--- config.mk ---
export PLATFORM = sky130hd
export DESIGN_NAME = eeprom_shadow_writeback_unit
export DESIGN_NICKNAME = d
export VERILOG_FILES = /design/src/design/esw_pkg.sv /design/src/design/esw_item_logic.sv /design/src/design/eeprom_shadow_writeback_unit.sv
export SDC_FILE = /design/constraint.sdc
export NUM_CORES = 1
export LEC_CHECK = 0
export BUFFER_PORTS_ARGS = -buffer_cell sky130_fd_sc_hd__buf_2
export CORE_MARGIN = 10
export CORE_UTILIZATION = 30
export CTS_CLUSTER_DIAMETER = 30
export CTS_CLUSTER_SIZE = 20
export DETAILED_ROUTE_END_ITERATION = 7
export SYNTH_ARGS = -nofsm -noshare
export SYNTH_HDL_FRONTEND = slang
export SYNTH_HIERARCHICAL = 1
export SYNTH_SLANG_ARGS = --single-unit
--- constraint.sdc ---
create_clock -name clk -period 8.4 [get_ports clk]
set_input_delay 1.26 -clock clk [delete_from_list [all_inputs] [get_ports clk]]
set_output_delay 1.26 -clock clk [all_outputs]
set_load 0.02 [all_outputs]
--- src/design/esw_pkg.sv ---
// Shared types, constants and item layout tables for the EEPROM shadow write-back unit.
package esw_pkg;

  localparam int IDX_W       = 4;
  localparam int BYTES_W     = 40;
  localparam int NUM_LANES   = BYTES_W / 8;
  localparam int ADDR_W      = 8;
  localparam int LEN_W       = 3;
  localparam int CSUM_W      = 8;
  localparam int CFG_IDX_W   = 1;
  localparam int CFG_DATA_W  = 8;
  localparam int TABLE_SLOTS = 16;

  localparam int DEF_NUM_ITEMS  = 11;
  localparam int MAX_ITEM_BYTES = 5;

  localparam logic [ADDR_W-1:0] DATA_BASE_RST = 8'h00;
  localparam logic [ADDR_W-1:0] CSUM_BASE_RST = 8'hF0;
  localparam logic [CSUM_W-1:0] CSUM_SEED     = 8'hFF;

  typedef enum logic [1:0] {
    ACT_WRITE = 2'd0,
    ACT_READ  = 2'd1,
    ACT_INIT  = 2'd2,
    ACT_TICK  = 2'd3
  } action_t;

  typedef enum logic [CFG_IDX_W-1:0] {
    CFG_DATA_BASE = 1'b0,
    CFG_CSUM_BASE = 1'b1
  } cfg_reg_t;

  localparam logic [3:0] ITEM_LEN [TABLE_SLOTS] = '{
    4'd4, 4'd4, 4'd4, 4'd4, 4'd4, 4'd4, 4'd4, 4'd4,
    4'd2, 4'd1, 4'd5, 4'd0, 4'd0, 4'd0, 4'd0, 4'd0
  };

  localparam logic [ADDR_W-1:0] ITEM_OFF [TABLE_SLOTS] = '{
    8'd0, 8'd4, 8'd8, 8'd12, 8'd16, 8'd20, 8'd24, 8'd28,
    8'd32, 8'd34, 8'd35, 8'd0, 8'd0, 8'd0, 8'd0, 8'd0
  };

  localparam logic [BYTES_W-1:0] ITEM_DEFAULT [TABLE_SLOTS] = '{
    40'h0004310541, 40'h0005120632, 40'h0004330763, 40'h0006340894,
    40'h0003350955, 40'h0004360A76, 40'h0009370B37, 40'h0008380C08,
    40'h000000ABCD, 40'h0000000086, 40'h1E1D1C1B1A, 40'h0000000000,
    40'h0000000000, 40'h0000000000, 40'h0000000000, 40'h0000000000
  };

  typedef struct packed {
    logic [BYTES_W-1:0] read_bytes;
    logic               changed;
    logic               loaded_default;
    logic               write_valid;
    logic [ADDR_W-1:0]  write_address;
    logic [BYTES_W-1:0] write_bytes;
    logic [LEN_W-1:0]   write_length;
    logic [ADDR_W-1:0]  checksum_address;
    logic [CSUM_W-1:0]  checksum_value;
  } result_t;

  typedef struct packed {
    logic               shadow_we;
    logic [BYTES_W-1:0] shadow_val;
    logic               dirty_set;
    logic               dirty_clr;
    logic               scan_we;
    logic [IDX_W-1:0]   scan_val;
  } update_t;

  function automatic logic [3:0] item_len(input logic [IDX_W-1:0] idx);
    logic [3:0] n;
    n = ITEM_LEN[idx];
    if (n > 4'(MAX_ITEM_BYTES)) begin
      n = 4'(MAX_ITEM_BYTES);
    end
    return n;
  endfunction

  function automatic logic [BYTES_W-1:0] len_mask(input logic [3:0] n);
    logic [BYTES_W-1:0] m;
    m = '0;
    for (int b = 0; b < NUM_LANES; b++) begin
      if (4'(b) < n) begin
        m[8*b +: 8] = 8'hFF;
      end
    end
    return m;
  endfunction

  function automatic logic [CSUM_W-1:0] check_sum(input logic [BYTES_W-1:0] bytes);
    logic [CSUM_W-1:0] sum;
    sum = '0;
    for (int b = 0; b < NUM_LANES; b++) begin
      sum = sum + bytes[8*b +: 8];
    end
    return CSUM_SEED - sum;
  endfunction

endpackage

--- src/design/esw_item_logic.sv ---
// Combinational handling of one beat: request, init load or scan tick against one shadow entry.
module esw_item_logic (
  input  esw_pkg::action_t                  act,
  input  logic [esw_pkg::IDX_W-1:0]         entry_idx,
  input  logic                              entry_ok,
  input  logic [esw_pkg::BYTES_W-1:0]       item_bytes,
  input  logic [esw_pkg::CSUM_W-1:0]        stored_checksum,
  input  logic [esw_pkg::BYTES_W-1:0]       shadow_rd,
  input  logic                              dirty_rd,
  input  logic [esw_pkg::ADDR_W-1:0]        data_base,
  input  logic [esw_pkg::ADDR_W-1:0]        csum_base,
  output esw_pkg::result_t                  res,
  output esw_pkg::update_t                  upd
);
  import esw_pkg::*;

  logic [3:0]         len;
  logic [BYTES_W-1:0] mask;
  logic [BYTES_W-1:0] new_bytes;
  logic [BYTES_W-1:0] cur_bytes;

  assign len       = item_len(entry_idx);
  assign mask      = len_mask(len);
  assign new_bytes = item_bytes & mask;
  assign cur_bytes = shadow_rd & mask;

  always_comb begin
    res = '0;
    upd = '0;
    upd.shadow_val = new_bytes;
    unique case (act)
      ACT_TICK: begin
        upd.scan_we = 1'b1;
        if (entry_ok) begin
          upd.scan_val = entry_idx + IDX_W'(1);
          if (dirty_rd) begin
            res.write_valid      = 1'b1;
            res.write_address    = data_base + ITEM_OFF[entry_idx];
            res.write_bytes      = cur_bytes;
            res.write_length     = len[LEN_W-1:0];
            res.checksum_address = csum_base + ADDR_W'(entry_idx);
            res.checksum_value   = check_sum(cur_bytes);
            upd.dirty_clr        = 1'b1;
          end
        end else begin
          upd.scan_val = '0;
        end
      end
      ACT_WRITE: begin
        if (entry_ok && (new_bytes != cur_bytes)) begin
          upd.shadow_we = 1'b1;
          upd.dirty_set = 1'b1;
          res.changed   = 1'b1;
        end
      end
      ACT_READ: begin
        if (entry_ok) begin
          res.read_bytes = cur_bytes;
        end
      end
      ACT_INIT: begin
        if (entry_ok) begin
          upd.shadow_we = 1'b1;
          if (check_sum(new_bytes) != stored_checksum) begin
            upd.shadow_val     = ITEM_DEFAULT[entry_idx] & mask;
            upd.dirty_set      = (len != 4'd0);
            res.loaded_default = 1'b1;
          end
        end
      end
    endcase
  end

endmodule

--- src/design/eeprom_shadow_writeback_unit.sv ---
// Top level of the EEPROM shadow write-back unit: beat registers, shadow store, dirty marks, scan.
// A beat is taken into the compute-stage register, then its result into the output register.
// Throughput: one beat per cycle; the compute stage advances whenever the output register is
// empty or its beat is taken in the same cycle, so the shadow update loop sets the rate.
// Reset (synchronous, active low): shadow bytes zero, dirty marks clear, scan position zero,
// data base address 0, checksum base address 240, and both beat registers empty.
module eeprom_shadow_writeback_unit #(
  parameter int NUM_ITEMS = esw_pkg::DEF_NUM_ITEMS
) (
  input  logic                              clk,
  input  logic                              rst_n,
  input  logic                              cfg_we,
  input  logic [esw_pkg::CFG_IDX_W-1:0]     cfg_index,
  input  logic [esw_pkg::CFG_DATA_W-1:0]    cfg_data,
  input  logic                              in_valid,
  output logic                              in_stall,
  input  logic [1:0]                        in_action,
  input  logic [esw_pkg::IDX_W-1:0]         in_item_index,
  input  logic [esw_pkg::BYTES_W-1:0]       in_item_bytes,
  input  logic [esw_pkg::CSUM_W-1:0]        in_stored_checksum,
  output logic                              out_valid,
  input  logic                              out_stall,
  output logic [esw_pkg::BYTES_W-1:0]       out_read_bytes,
  output logic                              out_changed,
  output logic                              out_loaded_default,
  output logic                              out_write_valid,
  output logic [esw_pkg::ADDR_W-1:0]        out_write_address,
  output logic [esw_pkg::BYTES_W-1:0]       out_write_bytes,
  output logic [esw_pkg::LEN_W-1:0]         out_write_length,
  output logic [esw_pkg::ADDR_W-1:0]        out_checksum_address,
  output logic [esw_pkg::CSUM_W-1:0]        out_checksum_value
);
  import esw_pkg::*;

  localparam int SEL_W = (NUM_ITEMS > 1) ? $clog2(NUM_ITEMS) : 1;

  logic [ADDR_W-1:0]  data_base_r;
  logic [ADDR_W-1:0]  csum_base_r;

  logic               s1_valid_r;
  action_t            s1_act_r;
  logic [IDX_W-1:0]   s1_idx_r;
  logic [BYTES_W-1:0] s1_bytes_r;
  logic [CSUM_W-1:0]  s1_csum_r;

  logic               out_valid_r;
  result_t            out_r;

  logic [BYTES_W-1:0] shadow_r [NUM_ITEMS];
  logic [NUM_ITEMS-1:0] dirty_r;
  logic [IDX_W-1:0]   scan_pos_r;

  logic               advance;
  logic               proc;
  logic               in_fire;
  logic [IDX_W-1:0]   sel;
  logic               sel_ok;
  logic [SEL_W-1:0]   sel_i;
  logic [BYTES_W-1:0] shadow_rd;
  logic               dirty_rd;
  result_t            res;
  update_t            upd;

  assign advance  = !out_valid_r || !out_stall;
  assign proc     = s1_valid_r && advance;
  assign in_stall = s1_valid_r && !advance;
  assign in_fire  = in_valid && !in_stall;

  assign sel       = (s1_act_r == ACT_TICK) ? scan_pos_r : s1_idx_r;
  assign sel_ok    = ({1'b0, sel} < (IDX_W+1)'(NUM_ITEMS));
  assign sel_i     = sel[SEL_W-1:0];
  assign shadow_rd = sel_ok ? shadow_r[sel_i] : '0;
  assign dirty_rd  = sel_ok ? dirty_r[sel_i] : 1'b0;

  esw_item_logic u_logic (
    .act             (s1_act_r),
    .entry_idx       (sel),
    .entry_ok        (sel_ok),
    .item_bytes      (s1_bytes_r),
    .stored_checksum (s1_csum_r),
    .shadow_rd       (shadow_rd),
    .dirty_rd        (dirty_rd),
    .data_base       (data_base_r),
    .csum_base       (csum_base_r),
    .res             (res),
    .upd             (upd)
  );

  always_ff @(posedge clk) begin
    if (!rst_n) begin
      data_base_r <= DATA_BASE_RST;
      csum_base_r <= CSUM_BASE_RST;
    end else if (cfg_we) begin
      unique case (cfg_reg_t'(cfg_index))
        CFG_DATA_BASE: data_base_r <= cfg_data;
        CFG_CSUM_BASE: csum_base_r <= cfg_data;
      endcase
    end
  end

  always_ff @(posedge clk) begin
    if (!rst_n) begin
      s1_valid_r <= 1'b0;
    end else if (!in_stall) begin
      s1_valid_r <= in_valid;
    end
  end

  always_ff @(posedge clk) begin
    if (in_fire) begin
      s1_act_r   <= action_t'(in_action);
      s1_idx_r   <= in_item_index;
      s1_bytes_r <= in_item_bytes;
      s1_csum_r  <= in_stored_checksum;
    end
  end

  always_ff @(posedge clk) begin
    if (!rst_n) begin
      out_valid_r <= 1'b0;
    end else if (advance) begin
      out_valid_r <= s1_valid_r;
    end
  end

  always_ff @(posedge clk) begin
    if (proc) begin
      out_r <= res;
    end
  end

  always_ff @(posedge clk) begin
    if (!rst_n) begin
      for (int i = 0; i < NUM_ITEMS; i++) begin
        shadow_r[i] <= '0;
      end
      dirty_r    <= '0;
      scan_pos_r <= '0;
    end else if (proc) begin
      if (upd.shadow_we) begin
        shadow_r[sel_i] <= upd.shadow_val;
      end
      if (upd.dirty_set) begin
        dirty_r[sel_i] <= 1'b1;
      end else if (upd.dirty_clr) begin
        dirty_r[sel_i] <= 1'b0;
      end
      if (upd.scan_we) begin
        scan_pos_r <= upd.scan_val;
      end
    end
  end

  assign out_valid            = out_valid_r;
  assign out_read_bytes       = out_r.read_bytes;
  assign out_changed          = out_r.changed;
  assign out_loaded_default   = out_r.loaded_default;
  assign out_write_valid      = out_r.write_valid;
  assign out_write_address    = out_r.write_address;
  assign out_write_bytes      = out_r.write_bytes;
  assign out_write_length     = out_r.write_length;
  assign out_checksum_address = out_r.checksum_address;
  assign out_checksum_value   = out_r.checksum_value;

  a_stall_needs_beat: assert property (@(posedge clk) disable iff (!rst_n)
    in_stall |-> s1_valid_r)
    else $error("Input stalled with an empty compute stage.");

  a_proc_fills_out: assert property (@(posedge clk) disable iff (!rst_n)
    proc |=> out_valid_r)
    else $error("Processed beat did not reach the output register.");

  a_one_flag: assert property (@(posedge clk) disable iff (!rst_n)
    out_valid_r |-> ($countones({out_r.changed, out_r.loaded_default, out_r.write_valid}) <= 1))
    else $error("More than one result flag is set.");

  a_scan_range: assert property (@(posedge clk) disable iff (!rst_n)
    {1'b0, scan_pos_r} <= (IDX_W+1)'(NUM_ITEMS))
    else $error("Scan position ran past the wrap point.");

endmodule
# Word-level counts from Yosys, hierarchy flattened
# Memory sizes are Yosys's and may differ from the RTL's.
# Cells that the tools add are included.
[classes]
n_addsub = 13
magnitude_cmp = 10
n_eq_ne = 5
mux = 41
bitwise_logic = 8
reduce_logical = 22
[op_table]
columns = ["op", "count"]
rows = [
  ["$mux 40", 5],
  ["$and 40x40->40", 3],
  ["$add 8x8->8", 9],
  ["$mux 68", 1],
  ["$mux 8", 7],
  ["$mux 42", 1],
  ["$mux 41", 1],
  ["$ne 40x40->1", 1],
  ["$reduce_or 40->1", 1],
  ["$mux 4", 6],
  ["$mux 11", 2],
  ["$sub 8x8->8 const A", 2],
  ["$reduce_and 2->1", 7],
  ["$mux 1", 13],
  ["$and 11x11->11", 1],
  ["$not 11->11", 1],
  ["$or 11x11->11", 1],
  ["$add 8x4->8", 1],
  ["$lt 1x4->1 const A", 2],
  ["$lt 2x4->1 const A", 2],
  ["$ne 8x8->1", 1],
  ["$mux 6", 1],
  ["$ge 5x5->1 const B", 1],
  ["$logic_and 1x1->1", 5],
  ["19 further kinds", 24],
]
[totals]
regBits = 197
mem_bits_rw = 440
romBits = 832
inputBits = 68
word_cells = 122
n_memories = 4
[mem_list]
columns = ["name", "depth", "width", "rd", "rd_ports_with_merged_regs", "wr", "line_no", "source"]
rows = [
  ["(no name shown)", 16, 40, 1, 0, 0, "esw_item_logic.sv:65", "upd.shadow_val = ITEM_DEFAULT[entry_idx] & mask;"],
  ["shadow_r", 11, 40, 1, 0, 11, "eeprom_shadow_writeback_unit.sv:49", "logic [BYTES_W-1:0] shadow_r [NUM_ITEMS];"],
  ["(no name shown)", 16, 8, 1, 0, 0, "esw_item_logic.sv:38", "res.write_address = data_base + ITEM_OFF[entry_idx];"],
  ["(no name shown)", 16, 4, 1, 0, 0, "esw_pkg.sv:73", "n = ITEM_LEN[idx];"],
]

# Logic depth before layout (Yosys ltp)
[depth]
word_depth = 26
mapped_depth = 33
mapped_depth_nobuf = 26

# Cells and area by module
# Netlist, hierarchy kept.
[modules_own_cells]
columns = ["module", "instances", "cells_per_inst", "area_each_um2", "seq_area_each_um2"]
rows = [
  ["eeprom_shadow_writeback_unit", 1, 2033, 26275.2, 18457.7],
  ["esw_item_logic", 1, 664, 4553.1, 0.0],
]

# Worst setup path before layout
# OpenSTA, ideal clock, no wires.
[synth_path]
path_type = "input -> register"
from = "input port out_stall"
to = "memory shadow_r[0][0] (enable)"
setup_ns = 0.493
arrival_ns = 7.895
required_ns = 7.907
slack_ns = 0.013
path_stages = 5
path_buffers = 1
path_cell_list = "a21boi_2 > and3_1 > buf_2 > nand2_1 > o21ai_0"
[synth_lines]
columns = ["element", "line_no", "source"]
rows = [
  ["start: declaration", "eeprom_shadow_writeback_unit.sv:22", "input logic out_stall,"],
  ["end: declaration", "eeprom_shadow_writeback_unit.sv:49", ""],
]

==> summary.txt <==
Outcome
  • Status: completed

Power and ir drop
  • Leakage: 13.96 nW
  • Power Density: 258.6 mW/mm2
  • Peak VDD IR: 0.1523 mV

Setup path
  • CP max-delay cell: a211oi_1
  • Worst R2R Path Depth: 23
  • CP Class: register to register
  • Critical path arrival: 7.92 ns
  • Worst EP required: 8.93 ns
  • Crit path buf inv count: 4
  • Worst setup EP type: register
  • Worst-path cell chain: nand2_4 > mux2i_4 > inv_2 > inv_1 > ha_1 > nand2b_1 > nand2_1 > buf_4 > and2_1 > fa_1 > fa_1 > fa_1 > fa_1 > nand2b_1 > a21oi_1 > o32ai_1 > a311oi_1 > nor3_1 > a31oi_4 > buf_4 > nor2_1 > a211oi_1 > and2_1
  • CP max stage delay: 0.94 ns
  • Most frequent CP cell: fa_1
  • Crit path max fanout: 31
  • Stages on the worst setup path: 23
  • Cell family with most CP delay: adder cells
  • Startpoint types: register

Detailed routing
  • Routed Antenna Nets: 0
  • Avg WL per Cell: 24.18 um
  • Via Count: 22250
  • DR vias/cell: 5.179
  • WL final: 103900 um
  • DRC violations left: 0
  • Initial DRC count: 2430
  • Drt first pass iters: 7

Finish
  • Nets: 2980
  • Fill count: 9891
  • Final design utilization: 36.50%
  • Area Growth Syn to Fin: 20.64%
  • Post-route cell area: 0.03719 mm2
  • Share of cells above drive strength 1: 16.33%

Floorplanning
  • Die height: 340.6 um
  • # IOs: 180
  • Initial Util: 30.26%
  • CORE AREA: 0.1019 mm2
  • FP Rows: 117
  • Die area: 0.1160 mm2
  • Die W: 340.6 um

Placed design
  • Detailed placement HPWL: 62410 um
  • Final Wtd Congestion: 0.9315
  • Pre-CTS setup slack: 1.207 ns
  • Placed cell areas: 0.03334 mm2
  • Port Buffer Count: 179

Synthesis
  • Synth cell types: 72
  • Syn avg cell area: 11.43 um2
  • Flops & latches, synth: 639
  • Fraction of the mapped netlist area in adder cells: 4.164%
  • Main area contributors after synthesis: edfxtp_1, and2_1, nand2_1
  • Main combinational cell family by area after synthesis: simple AND/OR/NAND/NOR gates
  • Mapped cell area: 0.03083 mm2
  • Cells after synthesis: 2697
  • Post-synthesis mux area share: 1.108%
  • Syn. warnings: 6
  • Synthesized-area fraction occupied by and/or/nand/nor cells: 19.68%
  • EDFF count, synth: 566
  • Most frequent cells after synthesis: edfxtp_1, and2_1, nand2_1, nor2_1, clkbuf_1
  • Main synth FF type: edfxtp_1
  • Top cell type's share of synthesized area: 55.13%
  • Post-synthesis xor/xnor area fraction: 2.362%
  • Syn nets: 2841
  • Synth Area in Compound Gates: 8.937%
  • Cell taking the most area after synthesis: edfxtp_1
  • Asr flop ratio synth: 0%
  • Most common cell in the netlist: edfxtp_1
  • Sequential area share after synthesis: 59.87%

Hold path
  • Hold/Removal Path Class: register to register
  • Min-Delay Path Depth: 2

GRT
  • Initial antenna violation count: 3
  • Vias in the first global route: 22140
  • Busiest layer in global routing: met2
  • GRT overflow: 0
  • Total track usage: 17.35%
  • GRT met2 Usage: 28.72%
  • Met1 GRT Util: 21.29%
  • First-pass GRT wire length: 151000 um
  • Largest net degree at the start of global routing: 118
  • Met3 Track Usage GR: 3.659%

CTS
  • Worst-skew pair later-pin latency: 0.68 ns
  • TritonCTS Buffers: 105
  • Clk pin slew, worst setup/hold paths: 0.05 ns
  • CTS tree: built
  • Sink Count: 639
  • Gates resized, CTS repair: 0
  • # hold bufs at CTS: 0
  • Clk root buf: clkbuf_16
  • Clock buffer depth: 3
  • # H-tree levels: 3
  • # Post-CTS Setup Buffers: 0

Flow run
  • MaxCap Viol Count: 0

STA
  • Final period demand of the worst path: 7.395 ns
  • Final worst setup slack: 1.005 ns
  • Setup-violating endpoint count in the final report: 0
  • Final Skew: 0.03157 ns
  • Hold Fails Final Rpt: 0
  • Maximum clock frequency: 0.1352 GHz
  • Worst-margin pin slew: 1.192 ns
  • RSZ-0062 raised after global routing: false
  • Tcrit/Tclk final: 88.03%
  • Worst rel slew slack: 20.52%
  • Max-slew violation count: 0
  • Setup TNS: 0 ns
[cell usage in the layout (no fill, tap or decap), types with 9 or more instances in the layout]
cell / instances
a31oi_1: 78
nor2b_1: 25
nand2b_1: 9
clkbuf_16: 108
bufinv_16: 16
ha_1: 33
a21boi_1: 18
buf_2: 178
clkinvlp_4: 10
o221ai_1: 77
xor2_1: 19
a21boi_0: 30
nor3_1: 22
clkinv_2: 13
and3_1: 28
mux2i_1: 26
nand2_1: 399
and2_1: 447
buf_4: 61
nor2_1: 159
or3_1: 40
o21ai_4: 11
o21ai_0: 23
clkbuf_8: 21
fa_1: 43
nor2_4: 9
xnor2_1: 59
a21oi_1: 38
a311oi_1: 39
inv_1: 76
dfxtp_1: 73
edfxtp_1: 566
nand4_1: 12
nand3_1: 23
clkbuf_1: 12
[layout make-up]
class / instances / area [um2] / area share (%)
Clock inverter: 58 / 813.3 / 2.187
Timing Repair Buffer: 244 / 1449 / 3.896
Sequential cell: 639 / 18460 / 49.63
Antenna cell: 1 / 2.502 / 0.006729
Inverter: 79 / 299.0 / 0.8041
Clock buffer: 141 / 3037 / 8.165
Multi-Input combinational cell: 1767 / 11420 / 30.71
Tap cell: 1368 / 1712 / 4.602
[power by group]
group	leakage (nW)	internal, mW	switching (mW)
sequential	6.30	3.58	0.0569
combinational	5.79	0.461	0.900
clock	1.86	3.04	1.58
[logic make-up after synthesis]
group           count (synthesis)
mux                            33
fa+ha+maj                      77
buf+inv                       291
flops                         639
xor+xnor                       80
compound gates                377
simple gates                 1200
[tightest hold or removal path: cells and delay by family (launching register included)]
family	cells	cell delay, ns
AO/OA/AOI/OAI	1	0.05
AND/OR/NAND/NOR	1	0.05
flip-flops	1	0.30
[flip-flops by register name, indices dropped and copies added (netlist names), named ones only]
signal                count
out_write_length          3
out_valid                 1
s1_bytes_r               40
scan_pos_r                4
data_base_r               8
out_checksum_address      8
s1_valid_r                1
s1_idx_r                  4
out_read_bytes           40
out_write_bytes          40
shadow_r                442
out_write_valid           1
s1_act_r                  2
csum_base_r               8
out_checksum_value        8
s1_csum_r                 8
out_loaded_default        1
out_changed               1
out_write_address         8
[per-stage QoR]
step / power (mW) / std cells / hold WS [ns]
global route: 9.904 / 4296 / 0.4768
floorplan: 4.579 / 2697 / 0.4353
detailed placement: 5.027 / 4097 / 0.4483
finish: 9.616 / 4297 / 0.4539
global placement: 5.022 / 4097 / 0.4413
CTS: 9.628 / 4296 / 0.4558
[per-layer routing]
layer,vias up,wire (um)
li1,9753,-
met1,11020,39920
met2,1214,49420
met3,266,9611
met4,4,4920
met5,-,20
[path summary, 6_finish.rpt]
check                         from               end  slack, ns
setup reg to reg       s1_act_r[0]   shadow_r[2][27]       1.01
hold / removal    shadow_r[10][17]  shadow_r[10][17]       0.45
hold reg to reg   shadow_r[10][17]  shadow_r[10][17]       0.45
setup / recovery       s1_act_r[0]   shadow_r[2][27]       1.01
No activity file was read; power rests on OpenSTA's default activity.
